`src/rtl/core/spa_pkg.sv`:
```
// ----------------------------------------------------------------------------
// Sparse polynomial adder package
// Shared types, operation codes and the saturating coefficient add.
// ----------------------------------------------------------------------------
package spa_pkg;

    localparam int COEFF_W = 32;
    localparam int EXPO_PORT_W = 16;

    typedef enum logic [1:0] {
        OP_LOAD_FIRST,
        OP_LOAD_SECOND,
        OP_LOAD_MERGE
    } t_op;

    typedef struct packed {
        logic valid;
        t_op  op;
    } t_head;

    typedef enum logic [1:0] {
        ST_LOAD,
        ST_PRIME,
        ST_MERGE
    } t_back_state;

    function automatic logic [COEFF_W-1:0] sat_add(
        input logic [COEFF_W-1:0] a,
        input logic [COEFF_W-1:0] b
    );
        logic [COEFF_W:0] s;
        s = {a[COEFF_W-1], a} + {b[COEFF_W-1], b};
        if (s[COEFF_W] != s[COEFF_W-1]) begin
            return s[COEFF_W] ? {1'b1, {(COEFF_W-1){1'b0}}} : {1'b0, {(COEFF_W-1){1'b1}}};
        end
        return s[COEFF_W-1:0];
    endfunction

endpackage

```
`src/rtl/core/spa_front.sv`:
```
// ----------------------------------------------------------------------------
// Sparse polynomial adder front end
// Accepts input transactions, classifies them and holds them in a short queue.
// ----------------------------------------------------------------------------
module spa_front #(
    parameter int EW = 16
) (
    input  logic                          i_clk,
    input  logic                          i_rst_n,
    input  logic                          i_in_valid,
    output logic                          o_in_stall,
    input  logic                          i_command,
    input  logic signed [31:0]            i_coeff,
    input  logic [EW-1:0]                 i_expo,
    input  logic                          i_last,
    output spa_pkg::t_head                o_head,
    output logic [spa_pkg::COEFF_W-1:0]   o_head_coeff,
    output logic [EW-1:0]                 o_head_expo,
    input  logic                          i_pop
);
    import spa_pkg::*;

    localparam int DEPTH = 2;

    t_op              r_op    [DEPTH];
    logic [COEFF_W-1:0] r_coeff [DEPTH];
    logic [EW-1:0]    r_expo  [DEPTH];
    logic             r_wr_ptr;
    logic             r_rd_ptr;
    logic [1:0]       r_count;
    logic [1:0]       n_count;
    logic             push;
    logic             pop;
    t_op              in_op;

    always_comb begin
        if (!i_command) begin
            in_op = OP_LOAD_FIRST;
        end else if (i_last) begin
            in_op = OP_LOAD_MERGE;
        end else begin
            in_op = OP_LOAD_SECOND;
        end
    end

    assign o_in_stall = (r_count == 2'(DEPTH));
    assign push = i_in_valid && !o_in_stall;
    assign pop  = i_pop && (r_count != 2'd0);

    always_comb begin
        n_count = r_count;
        if (push && !pop) begin
            n_count = r_count + 2'd1;
        end else if (pop && !push) begin
            n_count = r_count - 2'd1;
        end
    end

    always_ff @(posedge i_clk) begin
        if (!i_rst_n) begin
            r_wr_ptr <= 1'b0;
            r_rd_ptr <= 1'b0;
            r_count  <= 2'd0;
        end else begin
            r_count <= n_count;
            if (push) begin
                r_wr_ptr <= ~r_wr_ptr;
            end
            if (pop) begin
                r_rd_ptr <= ~r_rd_ptr;
            end
        end
    end

    always_ff @(posedge i_clk) begin
        if (push) begin
            r_op[r_wr_ptr]    <= in_op;
            r_coeff[r_wr_ptr] <= i_coeff;
            r_expo[r_wr_ptr]  <= i_expo;
        end
    end

    assign o_head.valid  = (r_count != 2'd0);
    assign o_head.op     = r_op[r_rd_ptr];
    assign o_head_coeff  = r_coeff[r_rd_ptr];
    assign o_head_expo   = r_expo[r_rd_ptr];

endmodule

```
`src/rtl/core/spa_back.sv`:
```
// ----------------------------------------------------------------------------
// Sparse polynomial adder back end
// Stores both term lists, merges them and drives the result register.
// ----------------------------------------------------------------------------
module spa_back #(
    parameter int T  = 32,
    parameter int EW = 16,
    parameter int CW = 6,
    parameter int IW = 5
) (
    input  logic                          i_clk,
    input  logic                          i_rst_n,
    input  spa_pkg::t_head                i_head,
    input  logic [spa_pkg::COEFF_W-1:0]   i_head_coeff,
    input  logic [EW-1:0]                 i_head_expo,
    output logic                          o_pop,
    output logic                          o_out_valid,
    input  logic                          i_out_stall,
    output logic [spa_pkg::COEFF_W-1:0]   o_sum_coeff,
    output logic [EW-1:0]                 o_sum_expo,
    output logic                          o_end_of_sum,
    output logic                          o_empty_res,
    output logic                          o_overflow
);
    import spa_pkg::*;

    localparam int MW = COEFF_W + EW;
    localparam logic [CW-1:0] CAP = CW'(T);

    logic [MW-1:0]      r_mem_a [T];
    logic [MW-1:0]      r_mem_b [T];
    logic [MW-1:0]      r_rd_a;
    logic [MW-1:0]      r_rd_b;

    t_back_state        r_state, n_state;
    logic [CW-1:0]      r_cnt_a, n_cnt_a;
    logic [CW-1:0]      r_cnt_b, n_cnt_b;
    logic [CW-1:0]      r_ia, n_ia;
    logic [CW-1:0]      r_ib, n_ib;
    logic               r_drop, n_drop;
    logic               r_pend_valid, n_pend_valid;
    logic [COEFF_W-1:0] r_pend_coeff, n_pend_coeff;
    logic [EW-1:0]      r_pend_expo, n_pend_expo;
    logic               r_out_valid, n_out_valid;
    logic [COEFF_W-1:0] r_out_coeff, n_out_coeff;
    logic [EW-1:0]      r_out_expo, n_out_expo;
    logic               r_out_end, n_out_end;
    logic               r_out_empty, n_out_empty;
    logic               r_out_ovf, n_out_ovf;

    logic               wr_a;
    logic               wr_b;
    logic               load_out;
    logic               out_free;
    logic               a_av;
    logic               b_av;
    logic [EW-1:0]      ea;
    logic [EW-1:0]      eb;
    logic [COEFF_W-1:0] ca;
    logic [COEFF_W-1:0] cb;
    logic [COEFF_W-1:0] sum;
    logic               take_a;
    logic               take_b;
    logic               res_valid;
    logic [COEFF_W-1:0] res_coeff;
    logic [EW-1:0]      res_expo;
    logic               finish;

    assign out_free = !r_out_valid || !i_out_stall;
    assign a_av = (r_ia < r_cnt_a);
    assign b_av = (r_ib < r_cnt_b);
    assign ea   = r_rd_a[EW-1:0];
    assign eb   = r_rd_b[EW-1:0];
    assign ca   = r_rd_a[MW-1:EW];
    assign cb   = r_rd_b[MW-1:EW];
    assign sum  = sat_add(ca, cb);

    // Merge step decision on the current list heads.
    always_comb begin
        take_a    = 1'b0;
        take_b    = 1'b0;
        res_valid = 1'b0;
        res_coeff = ca;
        res_expo  = ea;
        finish    = 1'b0;
        if (a_av && b_av) begin
            if (ea < eb) begin
                take_b    = 1'b1;
                res_valid = 1'b1;
                res_coeff = cb;
                res_expo  = eb;
            end else if (ea > eb) begin
                take_a    = 1'b1;
                res_valid = 1'b1;
            end else begin
                take_a    = 1'b1;
                take_b    = 1'b1;
                res_valid = (sum != '0);
                res_coeff = sum;
            end
        end else if (a_av) begin
            take_a    = 1'b1;
            res_valid = 1'b1;
        end else if (b_av) begin
            take_b    = 1'b1;
            res_valid = 1'b1;
            res_coeff = cb;
            res_expo  = eb;
        end else begin
            finish = 1'b1;
        end
    end

    always_comb begin
        o_pop        = 1'b0;
        wr_a         = 1'b0;
        wr_b         = 1'b0;
        load_out     = 1'b0;
        n_cnt_a      = r_cnt_a;
        n_cnt_b      = r_cnt_b;
        n_drop       = r_drop;
        n_ia         = r_ia;
        n_ib         = r_ib;
        n_pend_valid = r_pend_valid;
        n_pend_coeff = r_pend_coeff;
        n_pend_expo  = r_pend_expo;
        n_out_coeff  = r_out_coeff;
        n_out_expo   = r_out_expo;
        n_out_end    = r_out_end;
        n_out_empty  = r_out_empty;
        n_out_ovf    = r_out_ovf;
        case (r_state)
            ST_LOAD: begin
                if (i_head.valid) begin
                    o_pop = 1'b1;
                    if (i_head.op == OP_LOAD_FIRST) begin
                        if (r_cnt_a < CAP) begin
                            wr_a    = 1'b1;
                            n_cnt_a = r_cnt_a + CW'(1);
                        end else begin
                            n_drop = 1'b1;
                        end
                    end else begin
                        if (r_cnt_b < CAP) begin
                            wr_b    = 1'b1;
                            n_cnt_b = r_cnt_b + CW'(1);
                        end else begin
                            n_drop = 1'b1;
                        end
                    end
                end
            end
            ST_PRIME: begin
            end
            ST_MERGE: begin
                if (out_free) begin
                    if (finish) begin
                        load_out     = 1'b1;
                        n_out_end    = 1'b1;
                        n_out_ovf    = r_drop;
                        n_out_empty  = !r_pend_valid;
                        n_out_coeff  = r_pend_valid ? r_pend_coeff : '0;
                        n_out_expo   = r_pend_valid ? r_pend_expo : '0;
                        n_pend_valid = 1'b0;
                        n_cnt_a      = '0;
                        n_cnt_b      = '0;
                        n_drop       = 1'b0;
                        n_ia         = '0;
                        n_ib         = '0;
                    end else begin
                        n_ia = r_ia + CW'(take_a);
                        n_ib = r_ib + CW'(take_b);
                        if (res_valid) begin
                            if (r_pend_valid) begin
                                load_out    = 1'b1;
                                n_out_end   = 1'b0;
                                n_out_empty = 1'b0;
                                n_out_ovf   = r_drop;
                                n_out_coeff = r_pend_coeff;
                                n_out_expo  = r_pend_expo;
                            end
                            n_pend_valid = 1'b1;
                            n_pend_coeff = res_coeff;
                            n_pend_expo  = res_expo;
                        end
                    end
                end
            end
            default: begin
            end
        endcase
        n_out_valid = load_out || (r_out_valid && i_out_stall);
    end

    always_comb begin
        n_state = r_state;
        case (r_state)
            ST_LOAD: begin
                if (i_head.valid && i_head.op == OP_LOAD_MERGE) begin
                    n_state = ST_PRIME;
                end
            end
            ST_PRIME: begin
                n_state = ST_MERGE;
            end
            ST_MERGE: begin
                if (out_free && finish) begin
                    n_state = ST_LOAD;
                end
            end
            default: begin
                n_state = ST_LOAD;
            end
        endcase
    end

    always_ff @(posedge i_clk) begin
        if (!i_rst_n) begin
            r_state      <= ST_LOAD;
            r_cnt_a      <= '0;
            r_cnt_b      <= '0;
            r_ia         <= '0;
            r_ib         <= '0;
            r_drop       <= 1'b0;
            r_pend_valid <= 1'b0;
            r_out_valid  <= 1'b0;
        end else begin
            r_state      <= n_state;
            r_cnt_a      <= n_cnt_a;
            r_cnt_b      <= n_cnt_b;
            r_ia         <= n_ia;
            r_ib         <= n_ib;
            r_drop       <= n_drop;
            r_pend_valid <= n_pend_valid;
            r_out_valid  <= n_out_valid;
        end
    end

    always_ff @(posedge i_clk) begin
        r_pend_coeff <= n_pend_coeff;
        r_pend_expo  <= n_pend_expo;
        r_out_coeff  <= n_out_coeff;
        r_out_expo   <= n_out_expo;
        r_out_end    <= n_out_end;
        r_out_empty  <= n_out_empty;
        r_out_ovf    <= n_out_ovf;
    end

    always_ff @(posedge i_clk) begin
        if (wr_a) begin
            r_mem_a[r_cnt_a[IW-1:0]] <= {i_head_coeff, i_head_expo};
        end
        r_rd_a <= r_mem_a[n_ia[IW-1:0]];
    end

    always_ff @(posedge i_clk) begin
        if (wr_b) begin
            r_mem_b[r_cnt_b[IW-1:0]] <= {i_head_coeff, i_head_expo};
        end
        r_rd_b <= r_mem_b[n_ib[IW-1:0]];
    end

    assign o_out_valid  = r_out_valid;
    assign o_sum_coeff  = r_out_coeff;
    assign o_sum_expo   = r_out_expo;
    assign o_end_of_sum = r_out_end;
    assign o_empty_res  = r_out_empty;
    assign o_overflow   = r_out_ovf;

    a_cnt_bound: assert property (@(posedge i_clk) disable iff (!i_rst_n)
        (r_cnt_a <= CAP) && (r_cnt_b <= CAP))
        else $error("term count exceeds list capacity");

    a_pop_in_load: assert property (@(posedge i_clk) disable iff (!i_rst_n)
        o_pop |-> (r_state == ST_LOAD))
        else $error("queue popped outside the load phase");

    a_pend_in_merge: assert property (@(posedge i_clk) disable iff (!i_rst_n)
        r_pend_valid |-> (r_state == ST_MERGE))
        else $error("held result outside the merge phase");

    a_empty_is_end: assert property (@(posedge i_clk) disable iff (!i_rst_n)
        (r_out_valid && r_out_empty) |-> (r_out_end && r_out_coeff == '0))
        else $error("empty result is not a zero final term");

    a_merge_done_clears: assert property (@(posedge i_clk) disable iff (!i_rst_n)
        (r_state == ST_MERGE && n_state == ST_LOAD) |=>
            (r_cnt_a == '0 && r_cnt_b == '0 && !r_drop && r_out_valid && r_out_end))
        else $error("merge completion did not clear the lists");

endmodule

```
`src/rtl/core/sparse_polynomial_adder.sv`:
```
// ----------------------------------------------------------------------------
// Sparse polynomial adder
// Adds two sparse polynomials loaded as descending term lists.
// ----------------------------------------------------------------------------
// Input transactions carry one term each: command 0 appends to the first
// list, command 1 to the second. A second-list term with last set starts the
// merge. Output transactions carry the sum's terms in descending exponent
// order, the final one flagged by end_of_sum; a fully cancelled sum gives a
// single transaction with empty_res set and zero term fields.
// A two-entry queue sits between input and the list store. In the load phase
// the back end stores each term it pops. After the closing term is stored, a
// prime state primes the list head reads, then the merge runs one step per
// cycle while the output is free (at most first count plus second count
// steps) and a closing step; a result leaves through the output register in
// the cycle after the step that releases it. The memory read port of each
// list sets this pace. When the receiver stalls, the output register holds
// and the merge waits; the queue keeps accepting input until it is full.
// Reset empties the queue and both lists and clears the dropped-term flag.
// ----------------------------------------------------------------------------
module sparse_polynomial_adder #(
    parameter int TERMS_PER_POLY = 32,
    parameter int EXPO_BITS      = 16
) (
    input  logic        i_clk,
    input  logic        i_rst_n,
    input  logic        i_in_valid,
    output logic        o_in_stall,
    input  logic        i_command,
    input  logic signed [31:0] i_coeff,
    input  logic [15:0] i_expo,
    input  logic        i_last,
    output logic        o_out_valid,
    input  logic        i_out_stall,
    output logic signed [31:0] o_sum_coeff,
    output logic [15:0] o_sum_expo,
    output logic        o_end_of_sum,
    output logic        o_empty_res,
    output logic        o_overflow
);
    import spa_pkg::*;

    localparam int EW = (EXPO_BITS < EXPO_PORT_W) ? EXPO_BITS : EXPO_PORT_W;
    localparam int CW = $clog2(TERMS_PER_POLY + 1);
    localparam int IW = (TERMS_PER_POLY > 1) ? $clog2(TERMS_PER_POLY) : 1;

    t_head              head;
    logic [COEFF_W-1:0] head_coeff;
    logic [EW-1:0]      head_expo;
    logic               pop;
    logic [COEFF_W-1:0] sum_coeff;
    logic [EW-1:0]      sum_expo;

    spa_front #(
        .EW (EW)
    ) u_front (
        .i_clk        (i_clk),
        .i_rst_n      (i_rst_n),
        .i_in_valid   (i_in_valid),
        .o_in_stall   (o_in_stall),
        .i_command    (i_command),
        .i_coeff      (i_coeff),
        .i_expo       (i_expo[EW-1:0]),
        .i_last       (i_last),
        .o_head       (head),
        .o_head_coeff (head_coeff),
        .o_head_expo  (head_expo),
        .i_pop        (pop)
    );

    spa_back #(
        .T  (TERMS_PER_POLY),
        .EW (EW),
        .CW (CW),
        .IW (IW)
    ) u_back (
        .i_clk        (i_clk),
        .i_rst_n      (i_rst_n),
        .i_head       (head),
        .i_head_coeff (head_coeff),
        .i_head_expo  (head_expo),
        .o_pop        (pop),
        .o_out_valid  (o_out_valid),
        .i_out_stall  (i_out_stall),
        .o_sum_coeff  (sum_coeff),
        .o_sum_expo   (sum_expo),
        .o_end_of_sum (o_end_of_sum),
        .o_empty_res  (o_empty_res),
        .o_overflow   (o_overflow)
    );

    assign o_sum_coeff = sum_coeff;
    assign o_sum_expo  = EXPO_PORT_W'(sum_expo);

endmodule
```
`config.mk`:
```
export PLATFORM = sky130hd
export DESIGN_NAME = sparse_polynomial_adder
export DESIGN_NICKNAME = d
export VERILOG_FILES = /design/src/rtl/core/spa_pkg.sv /design/src/rtl/core/spa_front.sv /design/src/rtl/core/spa_back.sv /design/src/rtl/core/sparse_polynomial_adder.sv
export SDC_FILE = /design/constraint.sdc
export NUM_CORES = 2
export LEC_CHECK = 0
export ABC_AREA = 1
export BUFFER_PORTS_ARGS = -buffer_cell sky130_fd_sc_hd__buf_4
export CELL_PAD_IN_SITES_DETAIL_PLACEMENT = 0
export CELL_PAD_IN_SITES_GLOBAL_PLACEMENT = 1
export CORE_AREA = 2 2 680 513
export DETAILED_ROUTE_END_ITERATION = 10
export DIE_AREA = 0 0 682 515
export PLACE_DENSITY_LB_ADDON = 0.05
export SYNTH_ARGS = -nofsm -noshare
export SYNTH_HDL_FRONTEND = slang
export SYNTH_SLANG_ARGS = --single-unit
```
`constraint.sdc`:
```
create_clock -name i_clk -period 5.5 [get_ports i_clk]
set_clock_uncertainty 0.15 [all_clocks]
set_input_delay 0.55 -clock i_clk [delete_from_list [all_inputs] [get_ports i_clk]]
set_output_delay 0.55 -clock i_clk [all_outputs]
set_load 0.01 [all_outputs]
```
==> results.env <==
DIE-AREA_SQ_MM=0.351
WL_UM=481000
SLACK_OF_THE_WORST_REG_TO_REG_PATH_NS=0.29
SEQCELLAREA_SQ_MM=0.101
CLOCK_TREE_FROM_TRITONCTS='built'
CLOCK_INSERTION_DELAY_WORST_SKEW_NS=0.92
SYNTH_XOR_AREA_FRAC=0.00172
MAIN_COMBINATIONAL_CELL_FAMILY_BY_AREA_AFTER_SYNTHESIS='compound AO/OA/AOI/OAI gates'
CP_NUM_BUF_INV=6
ANTENNA_FOUND_INITIAL=34
UNREPAIRED_SETUP_ENDPOINTS_AFTER_GLOBAL_ROUTING='false'
PLACER_CONGESTION=0.889
IR_DROP_mV=0.391
YS_WARN_COUNT=0
POSTSYNTHREGISTERBITS=3401
SYNTH_COMPOUND_GATE_AREA_SHARE=0.122
FILLCELLCOUNT=30500
SYNTH.NET_COUNT=10300
ORIGIN_OF_THE_WORST_SETUP_PATH='u_back.r_rd_b[6]'
CP.REQUIRED_NS=6.12
FINAL_LAYOUT_SIZE_SUFFIX_GT1_FRAC=0.141
CRIT_SLOWEST_CELL='dfxtp_1'
WORSTREG2REGSTART='u_back.r_rd_b[6]'
DPL.HPWL_UM=271000
WORST_SETUP_PATH_END_KIND='flip-flop'
SYNTH.LIB_CELLS_USED.DISTINCT=55
TIGHTESTPINTRANSITION_NS=1.32
LOGIC_DEPTH_OF_THE_WORST_SETUP_PATH_INCLUDING_BUFFERS=25
DRT-WIRELENGTH-PER-CELL_UM=31.5
DETAIL_ROUTE.ITER0.VIOLATIONS=10600
DIE_W_UM=682
GLOBALROUTETOTALUTIL=0.269
AREA_OF_THE_PLACEABLE_CORE_SQ_MM=0.345
POWER_DENSITY_mW_PER_MM2=439
FP_ROWS=187
WORST_SETUP_HOLD_PATH_CLK_SLEW_NS=0.06
PORT_BUFFERS=106
TIMING.RR.END='u_back.r_rd_b[14]'
SYNTH.MUX.AREA_FRACTION=0.00401
NUMBER_OF_VIAS_PER_CELL=5.78
STATUS='complete, no violations'
WORSTREGTOREGCELLS=25
COUNT_OF_CLOCK_TREE_SINKS=3401
OVERFLOW=0
HOLD_VIOL=0
MAX-CLOCK-PATH-BUFFERS=4
GRT_PASS1_VIAS=84900
INSTANCES_NO_FILL=15300
SYN_AREA_SQ_MM=0.137
TIMING_WORST_SETUP_PATH_TYPE='flip-flop to flip-flop'
WORST-PATH-MAX-FANOUT=31
TIMING.CRITICAL_PATH.ARRIVAL_NS=5.84
DIE-HEIGHT_UM=515
CRIT_END='u_back.r_rd_b[14]'
BOUNDARYPINS=107
FMAXACHIEVABLE_MHz=192
ANTENNA_VIOLATING_NETS_POST_ROUTE=0
SYNTH_ADDER_AREA_SHARE=0.00661
GRT_START_MAX_NET_PINS=153
YS_SEQ_AREA_FRAC=0.734
CTSHTREEMAXLEVEL=5
AREA_DELTA_SYNTH_FINAL_PCT=15.1
MAX_SLEW_MARGIN=0.121
YOSYS.AREA_SHARE.SIMPLE=0.101
DETAIL_ROUTE.FIRST_PASS.ITERATIONS=6
CRITICAL_PATH.TOP_DELAY_FAMILY='simple AND/OR/NAND/NOR gates'
MULTI_INPUT_AREA_SQ_MM=0.0330
FINALSETUPTNS_NS=0
SETUP_VIOL=0
CTS_ROOT_BUF='clkbuf_16'
FINAL_STAGE_NET_COUNT=10500
CAP_VIOL_MAX_COUNT=0
GRT_PASS1_WL_UM=670000
CRIT_TOP_CELL='nand2_1'
POWER.STATIC_LEAKAGE_nW=51.7
AVGSYNTHCELLAREA_SQ_UM=13.6
SLEW_VIOLATIONS=0
PORTION_OF_THE_CLOCK_CYCLE_CONSUMED_BY_THE_WORST_PATH_IN_THE_FINAL_LAYOUT=0.948
INITIAL_UTILIZATION=0.399
SETUP.WORST_PATH.START_CLASS='flip-flop'
DP.CELLS=14600
PERIOD_MINUS_SLACK_NS=5.21
DR_TOTAL_VIAS=88400
POSTSYNTHCELLCOUNT=10100
CTS_POST_SETUP_BUFFERS_INSERTED=0
DRCVIOLATIONCOUNT=0
TIMING.CRITICAL_PATH.SLOWEST_CELL_DELAY_NS=0.49
HOLDCRITPATHCLASS='primary input to flip-flop'
CTS_BUFFERS=354
worst reg2reg max path: stages (launching register included):
cell and delay [ns]:
dfxtp_1 0.49, inv_1 0.20, ha_1 0.33, nand2_1 0.13, nor2_1 0.24, nand2_1 0.09
o211ai_1 0.08, nand2_1 0.06, nand2_1 0.26, nand2_1 0.17, o21ai_0 0.18, inv_1 0.07
ha_1 0.20, ha_1 0.31, a31oi_4 0.19, buf_12 0.20, buf_4 0.28, buf_12 0.23
buf_4 0.31, o21ai_0 0.13, o21bai_1 0.17, o311ai_1 0.09, nand3_1 0.15, nand2_1 0.08
nand2_1 0.04, nand2_1 0.26
synth_stat cells, drive strengths merged:
| cell | instances | area [sq um] |
|---|---|---|
| edfxtp | 3271 | 98200 |
| o21ai | 1250 | 6260 |
| nor2 | 1099 | 4150 |
| nand2 | 823 | 3170 |
| or2 | 673 | 4210 |
| o211ai | 580 | 4370 |
| nand3 | 444 | 2240 |
| o221ai | 397 | 3480 |
| buf | 373 | 2140 |
| clkbuf | 326 | 1220 |
| inv | 226 | 848 |
| dfxtp | 130 | 2600 |
| a21oi | 106 | 538 |
| o21bai | 105 | 788 |
| o311ai | 96 | 841 |
| ha | 71 | 888 |
| mux2 | 48 | 541 |
| xor2 | 19 | 166 |
| a22oi | 16 | 120 |
| o22ai | 16 | 100 |
| a221oi | 15 | 131 |
| nand4 | 11 | 75.1 |
| nor3 | 10 | 55.1 |
| xnor2 | 8 | 70.1 |
| clkinv | 4 | 15.0 |
| o21a | 4 | 30.0 |
| nand3b | 3 | 22.5 |
| a211oi | 2 | 15.0 |
| a31oi | 2 | 42.5 |
| a2111oi | 1 | 8.76 |
| and2 | 1 | 6.26 |
| fa | 1 | 20.0 |
| mux2i | 1 | 10.0 |
| nor4 | 1 | 6.26 |
| o311a | 1 | 10.0 |
| o31ai | 1 | 7.51 |
| o41ai | 1 | 8.76 |
power by group:
part / switching (W) / total (W) / internal [W]
Clock: 0.0102 / 0.0241 / 0.0139
Combinational: 0.00999 / 0.0127 / 0.00271
Sequential: 0.000798 / 0.0326 / 0.0318
Total: 0.0210 / 0.0694 / 0.0484
logic make-up (layout without fill, tap and decap cells):
group                      after synthesis  count (layout)
xor gates and xnor gates                27              27
AOI/OAI and AO/OA                     2593            2593
DFF                                   3401            3401
buffers and inverters                  929            1437
other                                    0              13
muxes                                   49              49
and+or+nand+nor                       3065            3065
adders and majority gates               72              72
how the worst min path moves through the flow:
stage | start | to | slack (ns) | depth (start not counted)
floorplan | u_back.r_drop | u_back.o_overflow | 0.26 | 0
global placement | u_front.r_rd_ptr | flip-flop | 0.28 | 1
detailed placement | u_front.r_rd_ptr | flip-flop | 0.28 | 1
CTS | i_in_valid | u_front.r_wr_ptr | 0.1 | 5
global route | i_coeff[27] | u_front.r_coeff[1][27] | 0.18 | 2
finish | i_in_valid | u_front.r_wr_ptr | 0.17 | 5
registers in the layout (all words and copies together) (netlist names), 16 cells and up, named ones only:
signal,cells
u_back.r_mem_a,1536
u_back.r_mem_b,1536
u_front.r_coeff,64
u_back.r_rd_a,48
u_back.r_rd_b,48
u_back.o_sum_coeff,32
u_back.r_pend_coeff,32
u_front.r_expo,32
u_back.o_sum_expo,16
u_back.r_pend_expo,16
cell usage in the layout, fill, tap and decap left out, types with 35 or more instances in the layout:
cell type and count:
clkbuf_8 35, o21ai_0 1085, clkbuf_16 362, inv_1 207, nand2_1 802, buf_4 363
ha_1 71, o311ai_1 86, nor2_1 1028, clkbuf_1 89, buf_12 145, mux2_2 48
o211ai_1 577, or2_2 311, a21oi_1 104, clkinv_1 52, o221ai_1 397, dfxtp_1 128
clkinv_2 59, nor2_4 69, o21ai_1 164, nand3_1 441, o21bai_1 105, edfxtp_1 3271
dlygate4sd3_1 52, or2_0 362
cell type report:
cell class / count / share of cell area
Sequential cell: 3401 / 0.637
Multi-Input combinational cell: 5806 / 0.208
Clock buffer: 486 / 0.0624
Timing Repair Buffer: 560 / 0.0389
Tap cell: 4630 / 0.0366
Clock inverter: 161 / 0.0103
Inverter: 230 / 0.00590
Antenna cell: 13 / 0.000206
per-stage QoR:
step / cell area, sq um / setup WS [ns] / hold slack [ns] / power, W / util
2_1_floorplan: 137000 / 1.39 / 0.258 / 0.0389 / -
3_3_place_gp: 146000 / -0.201 / 0.282 / 0.0454 / 0.424
3_5_place_dp: 146000 / -0.174 / 0.283 / 0.0455 / 0.424
4_1_cts: 158000 / 0.0980 / 0.0954 / 0.0695 / 0.459
5_1_grt: 158000 / 0.0177 / 0.176 / 0.0718 / 0.459
6_report: 158000 / 0.286 / 0.169 / 0.0694 / 0.459
routing by layer:
metal	wire [um]	GRT usage	vias to the layer above
met5	75	0	-
met4	10400	0.0582	10
met3	35900	0.0453	542
met2	206000	0.394	3346
met1	229000	0.418	45900
li1	-	-	38600
what timing repair did:
item                                    in CTS  in global routing
endpoints found under the setup margin      81                 82
endpoints found under the hold margin      105                  0
gates resized for setup                      2                 11
hold buffers                                52                  0
Power figures use the tool's default switching activity.
